<file path="src/design/mlpbp_pkg.sv">
// Shared types, constants and arithmetic helpers of the backpropagation trainer.
package mlpbp_pkg;

  localparam int INPUTS_DEF  = 35;
  localparam int HIDDEN_DEF  = 5;
  localparam int OUTPUTS_DEF = 10;

  localparam int PATTERN_W = 35;
  localparam int TARGET_W  = 10;
  localparam int ROW_W     = 6;
  localparam int COL_W     = 4;
  localparam int UNIT_W    = 4;
  localparam int ACT_W     = 16;
  localparam int ERR_W     = 19;
  localparam int CFG_W     = 16;
  localparam int CFG_IDX_W = 2;

  localparam int A_W    = 18;
  localparam int B_W    = 40;
  localparam int PROD_W = A_W + B_W;
  localparam int ACC_W  = 60;
  localparam int SQ_W   = 40;
  localparam int G_W    = 33;
  localparam int E_W    = 18;

  localparam int ERR_MAX = 524287;

  localparam logic [CFG_W-1:0] LR_RESET = 16'd32768;
  localparam logic [CFG_W-1:0] MG_RESET = 16'd6554;

  localparam logic [CFG_IDX_W-1:0] CFG_LEARNING_RATE = 2'd0;
  localparam logic [CFG_IDX_W-1:0] CFG_MOMENTUM_GAIN = 2'd1;

  localparam int SIG_SIZE = 1024;
  localparam int SIG_HALF = 512;

  typedef logic signed [ACC_W-1:0] acc_t;
  typedef logic signed [15:0] w16_t;
  typedef logic [15:0] sig_tab_t [SIG_SIZE];

  localparam acc_t RND15 = acc_t'(1) <<< 15;
  localparam acc_t RND31 = acc_t'(1) <<< 31;
  localparam acc_t RND35 = acc_t'(1) <<< 35;

  typedef enum logic [1:0] {
    CMD_INFER = 2'd0,
    CMD_TRAIN = 2'd1,
    CMD_LOAD  = 2'd2,
    CMD_NONE  = 2'd3
  } cmd_e;

  typedef enum logic [8:0] {
    ST_IDLE = 9'b000000001,
    ST_LOAD = 9'b000000010,
    ST_FH   = 9'b000000100,
    ST_FO   = 9'b000001000,
    ST_EMIT = 9'b000010000,
    ST_GRAD = 9'b000100000,
    ST_HERR = 9'b001000000,
    ST_UO   = 9'b010000000,
    ST_UI   = 9'b100000000
  } state_e;

  // Clamp a wide signed value to the Q4.12 range.
  function automatic w16_t sat16(input acc_t v);
    w16_t r;
    if (v > acc_t'(32767)) begin
      r = 16'sh7fff;
    end else if (v < -acc_t'(32768)) begin
      r = 16'sh8000;
    end else begin
      r = v[15:0];
    end
    return r;
  endfunction

  // Unsigned 64-bit quotient by shift and subtract, used only to build the table.
  function automatic logic [63:0] udiv64(input logic [63:0] n_i, input logic [63:0] d_i);
    logic [64:0] rem;
    logic [63:0] quo;
    rem = '0;
    quo = '0;
    for (int b = 63; b >= 0; b--) begin
      rem = {rem[63:0], n_i[b]};
      if (rem >= {1'b0, d_i}) begin
        rem    = rem - {1'b0, d_i};
        quo[b] = 1'b1;
      end
    end
    return quo;
  endfunction

  // Sigmoid table, evaluated at elaboration with exact integer arithmetic.
  function automatic sig_tab_t build_sig_table();
    sig_tab_t    tab;
    logic [63:0] pw [SIG_HALF+1];
    logic [63:0] term;
    logic [63:0] sum;
    logic [63:0] q;
    logic [63:0] e;
    logic [63:0] den;
    logic [63:0] num;
    logic [63:0] v;
    int          k;
    term = 64'd1 << 60;
    sum  = term;
    for (int n = 1; n <= 12; n++) begin
      term = udiv64(term, 64'd64 * 64'(n));
      if ((n & 1) != 0) begin
        sum = sum - term;
      end else begin
        sum = sum + term;
      end
    end
    q = (sum + (64'd1 << 28)) >> 29;
    pw[0] = 64'd1 << 31;
    for (int i = 1; i <= SIG_HALF; i++) begin
      pw[i] = (pw[i-1] * q + (64'd1 << 30)) >> 31;
    end
    for (int i = 0; i < SIG_SIZE; i++) begin
      k   = i - SIG_HALF;
      e   = pw[(k >= 0) ? k : -k];
      den = (64'd1 << 31) + e;
      num = (k >= 0) ? (64'd1 << 47) : (e << 16);
      v   = udiv64(num + (den >> 1), den);
      tab[i] = (v > 64'd65535) ? 16'hffff : v[15:0];
    end
    return tab;
  endfunction

endpackage

</file>
<file path="src/design/mlpbp_mul.sv">
// Shared signed multiplier with a registered product.
module mlpbp_mul import mlpbp_pkg::*; (
  input  logic                     clk_i,
  input  logic signed [A_W-1:0]    a_i,
  input  logic signed [B_W-1:0]    b_i,
  output logic signed [PROD_W-1:0] p_o
);

  logic signed [PROD_W-1:0] p_q;

  always_ff @(posedge clk_i) begin
    p_q <= a_i * b_i;
  end

  assign p_o = p_q;

endmodule

</file>
<file path="config.mk">
export PLATFORM = sky130hd
export DESIGN_NAME = mlpbp_mul
export DESIGN_NICKNAME = d
export VERILOG_FILES = /design/src/design/mlpbp_pkg.sv /design/src/design/mlpbp_mul.sv
export SDC_FILE = /design/constraint.sdc
export NUM_CORES = 2
export LEC_CHECK = 0
export BUFFER_PORTS_ARGS = -buffer_cell sky130_fd_sc_hd__buf_2
export CAP_MARGIN = 0
export CELL_PAD_IN_SITES_DETAIL_PLACEMENT = 1
export CELL_PAD_IN_SITES_GLOBAL_PLACEMENT = 1
export CORE_MARGIN = 1
export CORE_UTILIZATION = 40
export CTS_CLUSTER_DIAMETER = 60
export DETAILED_ROUTE_END_ITERATION = 16
export GPL_TIMING_DRIVEN = 0
export PLACE_DENSITY_LB_ADDON = 0.1
export SKIP_CTS_REPAIR_TIMING = 1
export SLEW_MARGIN = 20
export SYNTH_ARGS = -nofsm -noshare
export SYNTH_HDL_FRONTEND = slang
export SYNTH_SLANG_ARGS = --single-unit
export TNS_END_PERCENT = 1
</file>
<file path="constraint.sdc">
create_clock -name clk_i -period 17.1 [get_ports clk_i]
set_clock_uncertainty 0.2 [all_clocks]
set_input_delay 2.565 -clock clk_i [delete_from_list [all_inputs] [get_ports clk_i]]
set_output_delay 2.565 -clock clk_i [all_outputs]
set_load 0.01 [all_outputs]
</file>
Word-level counts from Yosys, hierarchy flattened
Index checks and enable logic that the tools add are counted.
{"block": "totals", "register_bits": 58, "input_bits": 59, "output_inout_bits": 58}
{"block": "op_classes", "n_mul": 1}
{"op": "$mul A18 B40 Y58", "n": 1}

Longest topological paths before layout
{"block": "logic_depth", "word_depth": 1, "ltp_mapped": 25}

Least setup slack after synthesis
No wires, ideal clock.
{"block": "synth_timing", "path_type": "input to register", "startpoint": "in b_i[23]", "endpoint": "reg p_q[57] (netlist: p_o[57])", "setup_time_ns": 0.072, "t_arrival_ns": 8.376, "t_required_ns": 16.828, "path_slack_ns": 8.452, "cell_stages": 24, "path_cell_list": "clkbuf_1 clkbuf_1 nand2_1 fa_1 inv_1 fa_1 inv_1 fa_1 inv_1 fa_1 fa_1 inv_1 fa_1 inv_1 ha_1 clkbuf_1 a21oi_1 o21ai_0 or3_1 o31ai_4 a2bb2oi_2 o21ai_1 a21oi_2 xnor2_1"}
{"block": "synth_between", "elab_chain_len": 1}
{"element": "start: declaration", "line": "mlpbp_mul.sv:5", "rtl": "input logic signed [B_W-1:0] b_i,"}
{"element": "$mul A18 B40 Y58", "line": "mlpbp_mul.sv:12", "rtl": "p_q <= a_i * b_i;"}
{"element": "end signal: assignment", "line": "mlpbp_mul.sv:12"}
{"element": "end: declaration", "line": "mlpbp_mul.sv:9", "rtl": "logic signed [PROD_W-1:0] p_q;"}
No other way between the ends.

Worst setup path in the final report
{"block": "layout_timing", "startpoint": "in b_i[13]", "endpoint": "reg p_q[51] (netlist: p_o[51])"}
Same word-level chain as after synthesis.

==> flow_metrics.env <==
export IMPL_clk_pin_slew_ns=0.06
export IMPL_die_area_mm2=0.0650
export IMPL_final_setup_tns_ns=0
export IMPL_dpl_cell_count=3836
export IMPL_syn_nets=3794
export IMPL_final_cell_mix="inv_1, fa_1, nand2_1"
export IMPL_cp_arrival_ns=10.28
export IMPL_whs_path_depth=2
export IMPL_seq_area_mm2=0.00116
export IMPL_gp_congestion=0.937
export IMPL_drt_initial_drc_count=851
export IMPL_initial_core_util_pct=40.5
export IMPL_vias=19500
export IMPL_fin_crit_sh_pct=59.7
export IMPL_seq_area_frac_synth_pct=4.53
export IMPL_final_hold_viol_count=0
export IMPL_cts_path_max_buffers=2
export IMPL_crit_type="primary input to register"
export IMPL_synth_top_area_share_pct=53.2
export IMPL_mostFrequentLayoutCell="inv_1"
export IMPL_grt_setup_unrepaired="no"
export IMPL_grt_pass1_wl_um=138000
export IMPL_synth_top_area_cell="fa_1"
export IMPL_synth_async_reset_ratio_pct=0
export IMPL_synth_area_mm2=0.0256
export IMPL_place_area_mm2=0.0270
export IMPL_synth_edf_count=0
export IMPL_syn_inst=2917
export IMPL_viasPerCell=5.06
export IMPL_grt_ovfl_total=0
export IMPL_wl_um=90100
export IMPL_drive_gt1_share_pct=3.33
export IMPL_die_h_um=255
export IMPL_rows=92
export IMPL_routedWlPerCell_um=23.4
export IMPL_drv_slew=0
export IMPL_syn_mean_instance_area_um2=8.78
export IMPL_synth_distinct_cells=50
export IMPL_io_pins=117
export IMPL_ys_warn_count=0
export IMPL_synthToLayoutAreaGrowth_pct=6.88
export IMPL_multi_input_area_mm2=0.0209
export IMPL_holdWs_ns=2.50
export IMPL_synth_ff_latch_count=58
export IMPL_port_buffer_count=73
export IMPL_timing_final_crit_period_ns=10.22
export IMPL_required_ns=17.16
export IMPL_cp_end_kind="register"
export IMPL_grt_usage_pct=29.6
export IMPL_endpoint="p_o[51]"
export IMPL_outcome="finished clean"
export IMPL_hpwl_um=78900
export IMPL_cts_buffers=9
export IMPL_drcViolationCount=0
export IMPL_maxCapViolCount=0
export IMPL_synth_area_leaders="fa_1, inv_1, nand2_1"
export IMPL_die_w_um=255
export IMPL_clockRootBuffer="clkbuf_16"
export IMPL_final_nets=3878
export IMPL_setup_viol=0
export IMPL_grt_pass1_vias=22800
export IMPL_largest_reg_flops=58
export IMPL_grt_max_degree=11
export IMPL_min_path_type="primary input to register"
export IMPL_antenna_found_initial=6
export IMPL_synth_ff_type="dfxtp_1"
export IMPL_max_slew_margin_rel_pct=21.0
export IMPL_dr_pass1_iters=5
export IMPL_fillers=7491
export IMPL_ant_nets=0
export IMPL_crit_path_start_kind="primary input"
export IMPL_cts_tree="done"
export IMPL_fp_coreArea_mm2=0.0632
export IMPL_worstPathMaxFanout=10
export IMPL_final_cells=3855
export IMPL_worst_slew_pin_slew_ns=1.19
export IMPL_crit_start="b_i[13]"
export IMPL_max_freq_ghz=0.0979
export IMPL_clkSinkCount=58
export IMPL_htree_levels=3
export IMPL_fin_area_mm2=0.0274
==> cell families (layout without fill, tap and decap cells) <==
| family | Yosys count | count (layout) | share of synthesized area, % |
|---|---|---|---|
| flops | 58 | 58 | 4.53 |
| compound gates | 177 | 177 | 4.49 |
| fa+ha+maj | 818 | 818 | 59.9 |
| other cells | 0 | 3 | 0 |
| simple gates | 859 | 859 | 15.1 |
| xor+xnor | 59 | 59 | 2.02 |
| buf+inv | 946 | 1035 | 13.9 |
==> critical path: stages <==
cell and delay (ns):
clkbuf_1 0.50, clkbuf_1 0.62, nand2_1 0.19, fa_1 0.58, fa_1 0.53, fa_1 0.52, inv_1 0.05, fa_1 0.52
fa_1 0.52, inv_1 0.05, fa_1 0.49, inv_1 0.05, ha_1 0.27, buf_2 0.18, a211oi_1 0.35, o211a_1 0.24
o31ai_1 0.07, a211o_1 0.35, o41ai_2 0.75, nor2_1 0.19, o21ai_1 0.40, a21oi_1 0.14, xor2_1 0.16
==> cells in the mapped netlist, types with 2 or more instances <==
cell and instances:
a2111oi_0 3, a211o_1 5, a211oi_1 5, a21o_1 27, a21oi_1 57, a21oi_2 3, a31oi_1 4, and2_1 202
and3_1 8, and4_1 2, buf_1 4, buf_2 3, clkbuf_1 148, dfxtp_1 58, fa_1 681, ha_1 137
inv_1 790, nand2_1 524, nand2b_1 13, nand3_1 23, nand4_1 7, nor2_1 63, nor2b_1 2, nor3_1 7
nor4_1 3, o211a_1 4, o211ai_1 5, o21a_1 8, o21ai_0 25, o21ai_1 10, o21bai_1 7, o22ai_1 3
or2_2 2, xnor2_1 39, xor2_1 20
==> metal layers <==
| metal | track usage, % | wire, µm | vias up |
|---|---|---|---|
| li1 | - | - | 8440 |
| met1 | 32.8 | 33600 | 10400 |
| met2 | 54.4 | 46900 | 468 |
| met3 | 3.17 | 3180 | 176 |
| met4 | 18.1 | 6470 | 6 |
| met5 | 0 | 43 | - |
==> stage by stage <==
step / utilization (%) / worst slack, ns
floorplan: - / 8.45
global placement: 42.8 / 6.54
detailed placement: 42.8 / 6.54
CTS: 43.3 / 6.93
global route: 43.3 / 6.64
finish: 43.3 / 6.88
==> how the worst min path moves through the flow <==
stage | slack (ns) | startpoint | to
floorplan | 2.49 | b_i[0] | p_o[0]
global placement | 2.76 | p_o[28] | p_o[28]
detailed placement | 2.76 | p_o[50] | p_o[50]
CTS | 2.46 | b_i[0] | p_o[0]
global route | 2.47 | b_i[0] | p_o[0]
finish | 2.50 | b_i[0] | p_o[0]
==> area by class of cell <==
cell class / instances / share of cell area [%]
multi-input combinational: 1913 / 76.3
inverter: 791 / 10.8
sequential: 58 / 4.24
tap: 846 / 3.87
buffer: 155 / 2.14
timing repair buffer: 73 / 1.33
clock buffer: 12 / 0.937
clock inverter: 4 / 0.270
antenna: 3 / 0.0274
Power is left out: the tool's default activity adds up to more than one toggle a clock period on the data nets, which glitch-free logic cannot reach.
