File: config.mk
export PLATFORM = sky130hd
export DESIGN_NAME = mlpbp_ram
export DESIGN_NICKNAME = d
export VERILOG_FILES = /design/src/design/mlpbp_ram.sv
export SDC_FILE = /design/constraint.sdc
export NUM_CORES = 1
export LEC_CHECK = 0
export BUFFER_PORTS_ARGS = -buffer_cell sky130_fd_sc_hd__clkbuf_2
export CAP_MARGIN = 20
export CORE_MARGIN = 4
export CORE_UTILIZATION = 43
export CTS_BUF_LIST = sky130_fd_sc_hd__clkbuf_2 sky130_fd_sc_hd__clkbuf_4 sky130_fd_sc_hd__clkbuf_8
export DETAILED_ROUTE_END_ITERATION = 6
export HOLD_SLACK_MARGIN = 0.06
export SLEW_MARGIN = 20
export SYNTH_ARGS = -nofsm -noshare
export SYNTH_HDL_FRONTEND = slang
export SYNTH_SLANG_ARGS = --single-unit
File: constraint.sdc
create_clock -name clk_i -period 5 [get_ports clk_i]
set_input_delay 0.5 -clock clk_i [delete_from_list [all_inputs] [get_ports clk_i]]
set_output_delay 0.5 -clock clk_i [all_outputs]
set_load 0.02 [all_outputs]
File: src/design/mlpbp_ram.sv
// Generic simple dual-port RAM with registered read data.
module mlpbp_ram #(
  parameter int WIDTH = 32,
  parameter int DEPTH = 16,
  localparam int AW = (DEPTH > 1) ? $clog2(DEPTH) : 1
) (
  input  logic             clk_i,
  input  logic             we_i,
  input  logic [AW-1:0]    waddr_i,
  input  logic [WIDTH-1:0] wdata_i,
  input  logic             re_i,
  input  logic [AW-1:0]    raddr_i,
  output logic [WIDTH-1:0] rdata_o
);

  logic [WIDTH-1:0] mem_q [DEPTH];
  logic [WIDTH-1:0] rdata_q;

  always_ff @(posedge clk_i) begin
    if (we_i) begin
      mem_q[waddr_i] <= wdata_i;
    end
    if (re_i) begin
      rdata_q <= mem_q[raddr_i];
    end
  end

  assign rdata_o = rdata_q;

endmodule

== Word level (Yosys, flattened, before mapping) ==
Memories as Yosys holds them, arrays and structs flattened. A register that Yosys moved wholly into a read port is not among the register bits.
Index checks and enable logic that the tools add are counted.
Storage, ports and cells
  register bits after elaboration: 0
  latch bits: 0
  RAM bits: 512
  memory bits (read-only): 0
  input bits: 43
  output and inout bits: 32
  word-level logic and storage cells: 3
  memories kept: 1
Memory list
  mem_q: words 16, bits a word 32, rd ports 1, clocked after memory_dff 1, wr ports 1, line 16  | logic [WIDTH-1:0] mem_q [DEPTH];
Operators by class
  $add $sub $neg: 0
  $mul: 0
  divide/modulo/power cells: 0
  order comparisons: 0
  equal/unequal tests: 0
  shifts and indexed selects: 0
  multiplexer cells: 2
  bitwise logic cells: 0
  reduce and logical (&&, ||, !) cells: 0
Operators with widths (number)
  $mux 1: 2

== Logic depth before layout (Yosys ltp) ==
Gate-level depths: netlist (run 1).
  depth after elaboration: 2
  mapped depth: 5
  depth with buffers taken out: 3

== Least setup slack after synthesis (run 1) ==
OpenSTA, ideal clock, no wires.
  path kind: input-to-reg
  start point: in waddr_i[2]
  end point: mem mem_q[0][0], enable pin
  library setup time: 461 ps
  arrival: 3218 ps
  required time: 4539 ps
  setup slack: 1320 ps
  stages on the path: 2
  path buffers: 0
  cell sequence: or3b_2 > nor3_1
RTL lines
  start, declared: line 9  | input logic [AW-1:0] waddr_i,
  end, declared: line 16
Straight into the memory's write port.

==> run metrics, run 1 <==
status=finished clean; Final Hold Fails=0; LEAKAGE=7.45 nW; area leader, netlist=edfxtp_1; CTS clk-pin slew, worst paths=60 ps; CTS tree=done; drt pass-1 iters=5; share of cells above drive strength 1=0.370; Core Rows=79; max-slew violations=0; area of the core=46,500 µm²; Hold Path Origin=wdata_i[29]; sequential fraction of the synthesis area=0.810; Routed WL=43.6 mm; total power=9.33 mW; initial DRC count=876; clock sink count=544; drt wl/cell=26.2 µm; RR Startpoint=mem_q[11][31]$_DFFE_PP_; CP arrival=2560 ps; required time of the critical path=5400 ps; R2R Setup Slk=3510 ps; synth top area cells=edfxtp_1 81%, mux4_2 14%, a22oi_1 2.4%; Synth-to-Final Area Change=14.8%; Pwr per Cell Area=403 nW/µm²; #FFs+latches synth=544; Max Cap Violations=0; Crit. End Element=flop; Yosys warnings=0; Top Ports=75; worst r2r path cells=3; Vert. Die Dim=225 µm; Highest Clock Rate=0.464 GHz; Peak supply drop=0.000173 V; total die area=50,400 µm²; Final Skew=19.9 ps; gpl congestion=0.698; Max clock buf depth=3; Avg Synthesized Cell Area=24.1 µm²; CTS root buffer=clkbuf_8; Synth Flop Type=edfxtp_1; hold_buf cts=0; die width=225 µm; Tcrit/Tclk final=0.431; Min-Delay Endpoint=mem_q[6][29]$_DFFE_PP_; Min Clock Period, post-route=2160 ps; Worst-Skew Late Latency=660 ps; synthesized instance count=838; n_diodes=0; Tot GR Track Use=0.176; Post-CTS Setup Inserts=0; Mapped Area=20,200 µm²; Total Nets Final=1,028; CP max FO=71; Initial Util=0.434; TNS Setup=0 ps; RSZ-0062 raised after global routing=no; Via density=5.55; crit path kind=primary input to flop; Slew headroom=0.274; WHS Path Cells=1; PortBufs=74; Yosys cell types=17; measured slew at the worst slew-check pin=1090 ps; vias in the first global route=9,928; number of CTS-inserted buffers=87; setup violators final=0; most common library cells after synthesis=544 x edfxtp_1, 128 x mux4_2, 64 x a22oi_1; vias=9,229; number of remaining DRC errors=0; Async SR Flop Fraction=0; post-route ant nets=0; most common cell in the synthesized netlist=edfxtp_1; largest net degree at the start of global routing=72; Syn Nets=881; initial antenna violation count=4; first-pass GRT wire length=64.8 mm; Synth top area share=0.810; Critical Path Start Type=primary input; H-tree Lvls=3; type of the worst min-delay path=primary input to flop; Post-synth EDFFs=544; GRT overflow=0; cts repair resizes=0; Reg-to-Reg End=rdata_o[31]$_DFFE_PP_; hpwl dp=22.3 mm
-- registers in the layout (all words and copies together), names as in the netlist --
register and cells:
rdata_o 32, mem_q 512
-- power breakdown --
| group | leakage, nW | internal [mW] | switching, mW |
|---|---|---|---|
| clock | 0.908 | 1.99 | 1.71 |
| combinational | 1.60 | 0.177 | 0.284 |
| sequential | 4.94 | 5.14 | 0.0270 |
-- routing by layer --
metal	share of wire	vias to the layer above	global-route usage
met5	0.0016	-	0
met4	0.021	10	0.0567
met3	0.065	77	0.0393
met2	0.49	306	0.278
met1	0.42	4918	0.250
li1	-	3918	-
-- cell usage in the layout, fill, tap and decap left out --
master / netlist / routed
edfxtp_1: 544 / 544
mux4_2: 128 / 128
clkbuf_8: 0 / 89
clkbuf_2: 0 / 72
a22oi_1: 64 / 64
nand2_1: 33 / 33
clkbuf_4: 0 / 31
buf_4: 11 / 25
clkinv_1: 0 / 19
clkinv_2: 0 / 14
nor2_4: 0 / 13
nor3_2: 0 / 4
inv_6: 0 / 3
buf_12: 0 / 3
nor2b_4: 0 / 2
nand3b_1: 2 / 2
nand2b_1: 2 / 2
clkinvlp_4: 0 / 2
bufinv_16: 0 / 2
and2_2: 0 / 1
nand3_1: 1 / 1
or3b_2: 1 / 1
inv_8: 0 / 1
-- cell type report --
| cell class | count | area (µm²) |
|---|---|---|
| Clock inverter | 41 | 254 |
| Sequential cell | 544 | 16300 |
| Clock buffer | 119 | 1440 |
| Tap cell | 607 | 759 |
| Multi-Input combinational cell | 251 | 3750 |
| Timing Repair Buffer | 101 | 622 |
| Fill cell | 3747 | 23300 |
-- per-stage QoR --
| step | setup slack [ps] | util | cells | hold slack, ps | cell area (µm²) |
|---|---|---|---|---|---|
| 6_report | 2840 | 0.499 | 1663 | 240 | 23200 |
| 5_1_grt | 2660 | 0.499 | 1663 | 237 | 23200 |
| 4_1_cts | 2840 | 0.499 | 1663 | 191 | 23200 |
| 3_5_place_dp | 2100 | 0.462 | 1503 | 728 | 21500 |
| 3_3_place_gp | 2140 | 0.462 | 1503 | 728 | 21500 |
| 2_1_floorplan | 1320 | - | 838 | 599 | 20200 |
-- how the worst max path moves through the flow --
stage	startpoint	endpoint	slack, ps	cells past startpoint
after detailed placement	raddr_i[0]	rdata_o[20]$_DFFE_PP_	2100	5
final	raddr_i[0]	rdata_o[11]$_DFFE_PP_	2840	5
after global routing	raddr_i[0]	rdata_o[11]$_DFFE_PP_	2660	5
after CTS	raddr_i[0]	rdata_o[20]$_DFFE_PP_	2840	5
after floorplan	waddr_i[2]	mem_q[0][0]$_DFFE_PP_	1320	2
after global placement	raddr_i[0]	rdata_o[12]$_DFFE_PP_	2140	5
-- kinds of logic (layout without fill, tap and decap cells) --
kind of cell	after synthesis	count (layout)	share of synthesized area
and+or+nand+nor	59	59	0.0125
buffers and inverters	43	261	0.0110
muxes	128	128	0.143
AOI/OAI and AO/OA	64	64	0.0238
DFF	544	544	0.810
-- critical path: stages --
cell and delay [ps]:
clkbuf_8 640, buf_4 450, mux4_2 550, a22oi_1 200
nand2_1 70
(Power assumes the default switching activity.)
==> run 2: changes to the inputs <==
--- a/config.mk
+++ b/config.mk
@@ -5,6 +5,7 @@
 export SDC_FILE = /design/constraint.sdc
 export NUM_CORES = 1
 export LEC_CHECK = 0
+export ABC_AREA = 1
 export BUFFER_PORTS_ARGS = -buffer_cell sky130_fd_sc_hd__clkbuf_2
 export CAP_MARGIN = 20
 export CORE_MARGIN = 4
==> constraint.sdc (replaced) <==
create_clock -name clk_i -period 2 [get_ports clk_i]
set_input_delay 0.2 -clock clk_i [delete_from_list [all_inputs] [get_ports clk_i]]
set_output_delay 0.2 -clock clk_i [all_outputs]
set_load 0.02 [all_outputs]
==> run metrics, run 2 <==
status=finished clean (unchanged); Top Family by Delay on Critical Path=flip-flops (was buffers and inverters); CP max FO=1 (was 71); routing usage on met1=0.266 (was 0.250); CTS root buffer=clkbuf_8 (unchanged); Min Clock Period, post-route=1520 ps; Synth-to-Final Area Change=14.7% (was 14.8%); Tot GR Track Use=0.194 (was 0.176); Via density=4.97 (was 5.55); Avg Synthesized Cell Area=10.9 µm² (was 24.1 µm²); #FFs+latches synth=544 (unchanged); drt wl/cell=18.3 µm (was 26.2 µm); Top Ports=75 (unchanged); CP max stage delay=470 ps (was 640 ps); hpwl dp=29.3 mm (was 22.3 mm); Peak supply drop=0.000476 V (was 0.000173 V); Slew headroom=0.325 (was 0.274); worst path bufs/invs=1 (was 2); Core Rows=84 (was 79); area of the core=52,900 µm² (was 46,500 µm²); met3 Use GR=0.0332 (was 0.0393); leading cell type in the layout, fill and taps excluded=nand2_1 (was edfxtp_1); TNS Setup=0 ps (unchanged); Post-synth EDFFs=544 (unchanged); type of the worst min-delay path=primary input to flop (unchanged); number of remaining DRC errors=0 (unchanged); met2 Use GR=0.318 (was 0.278); cells along the critical path=clkbuf_2 (was clkbuf_8, buf_4, mux4_2, a22oi_1, nand2_1); Yosys warnings=0 (unchanged); Final Hold Fails=0 (unchanged); Final Skew=21.4 ps (was 19.9 ps); RSZ-0062 raised after global routing=no (unchanged); most common cell in the synthesized netlist=nand2_1 (was edfxtp_1); most common library cells after synthesis=677 x nand2_1, 544 x edfxtp_1, 388 x inv_1 (was 544 x edfxtp_1, 128 x mux4_2, 64 x a22oi_1); initial DRC count=1,167 (was 876); post-route ant nets=0 (unchanged); PortBufs=74 (unchanged); H-tree Lvls=3 (unchanged); Tcrit/Tclk final=0.760; initial antenna violation count=1 (was 4); Max clock buf depth=3 (unchanged); commonest cells after routing, fill and taps aside=677 x nand2_1, 544 x edfxtp_1, 386 x inv_1, 385 x nand3_1, 94 x clkbuf_8 (was 544 x edfxtp_1, 128 x mux4_2, 89 x clkbuf_8, 72 x clkbuf_2, 64 x a22oi_1); Crit. End Element=primary output (was flop); Worst-Skew Late Latency=650 ps (was 660 ps); Yosys cell types=14 (was 17); clock sink count=544 (unchanged); post-layout worst setup margin=481 ps (was 2840 ps); Place WS=317 ps (was 2100 ps); sequential fraction of the synthesis area=0.709 (was 0.810); CTS tree=done (unchanged); Largest Register=mem_q (unchanged); Pwr per Cell Area=902 nW/µm² (was 403 nW/µm²); dpl cells=2,824 (was 1,503); required time of the critical path=1800 ps (was 5400 ps); largest net degree at the start of global routing=110 (was 72); Cell Count, Final, Fillers Out=3,014 (was 1,663); gpl congestion=0.756 (was 0.698); setup violators final=0 (unchanged); max FFs per register=512 (unchanged); Routed WL=55.2 mm (was 43.6 mm); synth top area cells=edfxtp_1 71%, nand2_1 11%, nand3_1 8.4% (was edfxtp_1 81%, mux4_2 14%, a22oi_1 2.4%); Highest Clock Rate=0.658 GHz; Mapped Area=23,100 µm² (was 20,200 µm²); die width=240 µm (was 225 µm); Total Nets Final=2,303 (was 1,028); crit path kind=flop to primary output (was primary input to flop); GR peak layer=met2 (unchanged); Critical Path Start Type=flop (was primary input); max-slew violations=0 (unchanged); Async SR Flop Fraction=0 (unchanged); LEAKAGE=11.2 nW (was 7.45 nW); GRT overflow=0 (unchanged); Syn Nets=2,163 (was 881); total die area=57,400 µm² (was 50,400 µm²); number of CTS-inserted buffers=89 (was 87); area leader, netlist=edfxtp_1 (unchanged); Max Cap Violations=0 (unchanged); first-pass GRT wire length=85.7 mm (was 64.8 mm); synthesized instance count=2,120 (was 838); drt pass-1 iters=5 (unchanged); CTS clk-pin slew, worst paths=60 ps (about the same); total power=23.8 mW (was 9.33 mW); share of cells above drive strength 1=0.120 (was 0.370); vias=15,000 (was 9,229); Vert. Die Dim=240 µm (was 225 µm); Synth Flop Type=edfxtp_1 (unchanged); Initial Util=0.436 (was 0.434); vias in the first global route=15,000 (was 9,928); CP arrival=1320 ps (was 2560 ps); Critical Path Slowest Stage Cell=edfxtp_1 (was clkbuf_8); Synth top area share=0.709 (was 0.810); measured slew at the worst slew-check pin=1010 ps (was 1090 ps)
==> run 2: metal layers <==
metal	routed length, µm	vias up	share of wire
li1	-	7165	-
met1	24800	7304	0.45
met2	26300	413	0.48
met3	2860	90	0.052
met4	1260	0	0.023
met5	0	-	0
==> run 2: area by class of cell <==
type / instances / area [µm²]
multi-input cells: 1081 / 4670
inverters: 390 / 1470
flip-flops and latches: 544 / 16300
fillers: 4656 / 26400
diodes: 1 / 2.50
clock inverters: 33 / 196
clock buffers: 123 / 1510
well taps: 688 / 861
repair buffers: 154 / 1390
==> run 2: tightest hold or removal path, cell delays in order <==
cell and delay [ps]:
buf_2 130, inv_2 60, buf_12 170, nand3_1 100, nand3_1 60, nand2_1 60
==> run 2: stage by stage <==
stage | util | hold slack [ps] | instance area [µm²]
global placement | 0.461 | 611 | 24400
finish | 0.500 | 240 | 26400
global route | 0.500 | 260 | 26400
floorplan | - | 299 | 23100
detailed placement | 0.461 | 612 | 24400
CTS | 0.500 | 199 | 26400
==> run 2: repair_timing <==
item,in CTS,in global routing
hold buffers,33,0
buffers inserted,0,0
endpoints found under the hold margin,544,0
resized for setup,0,0
==> run 2: logic make-up (layout without fill, tap and decap cells) <==
kind of cell           count (synthesis)  after routing  synth area share
and+or+nand+nor                     1081           1081             0.197
DFF                                  544            544             0.709
buffers and inverters                495            700            0.0941
other                                  0              1                 0
==> run 2: worst paths after layout <==
kind / from / end / slack (ps) / depth (start not counted)
max reg2reg: mem_q[9][10]$_DFFE_PP_ / rdata_o[10]$_DFFE_PP_ / 850 / 6
max: rdata_o[9]$_DFFE_PP_ / rdata_o[9] / 480 / 1
min reg2reg: mem_q[10][0]$_DFFE_PP_ / rdata_o[0]$_DFFE_PP_ / 730 / 6
min: raddr_i[2] / rdata_o[4]$_DFFE_PP_ / 240 / 6
==> run 2: power breakdown <==
group          leakage, nW  internal, mW  switching, mW
Combinational         5.35         0.478           1.11
Clock                0.904          5.09           4.22
Sequential            4.94          12.9         0.0810
Total                 11.2          18.4           5.41
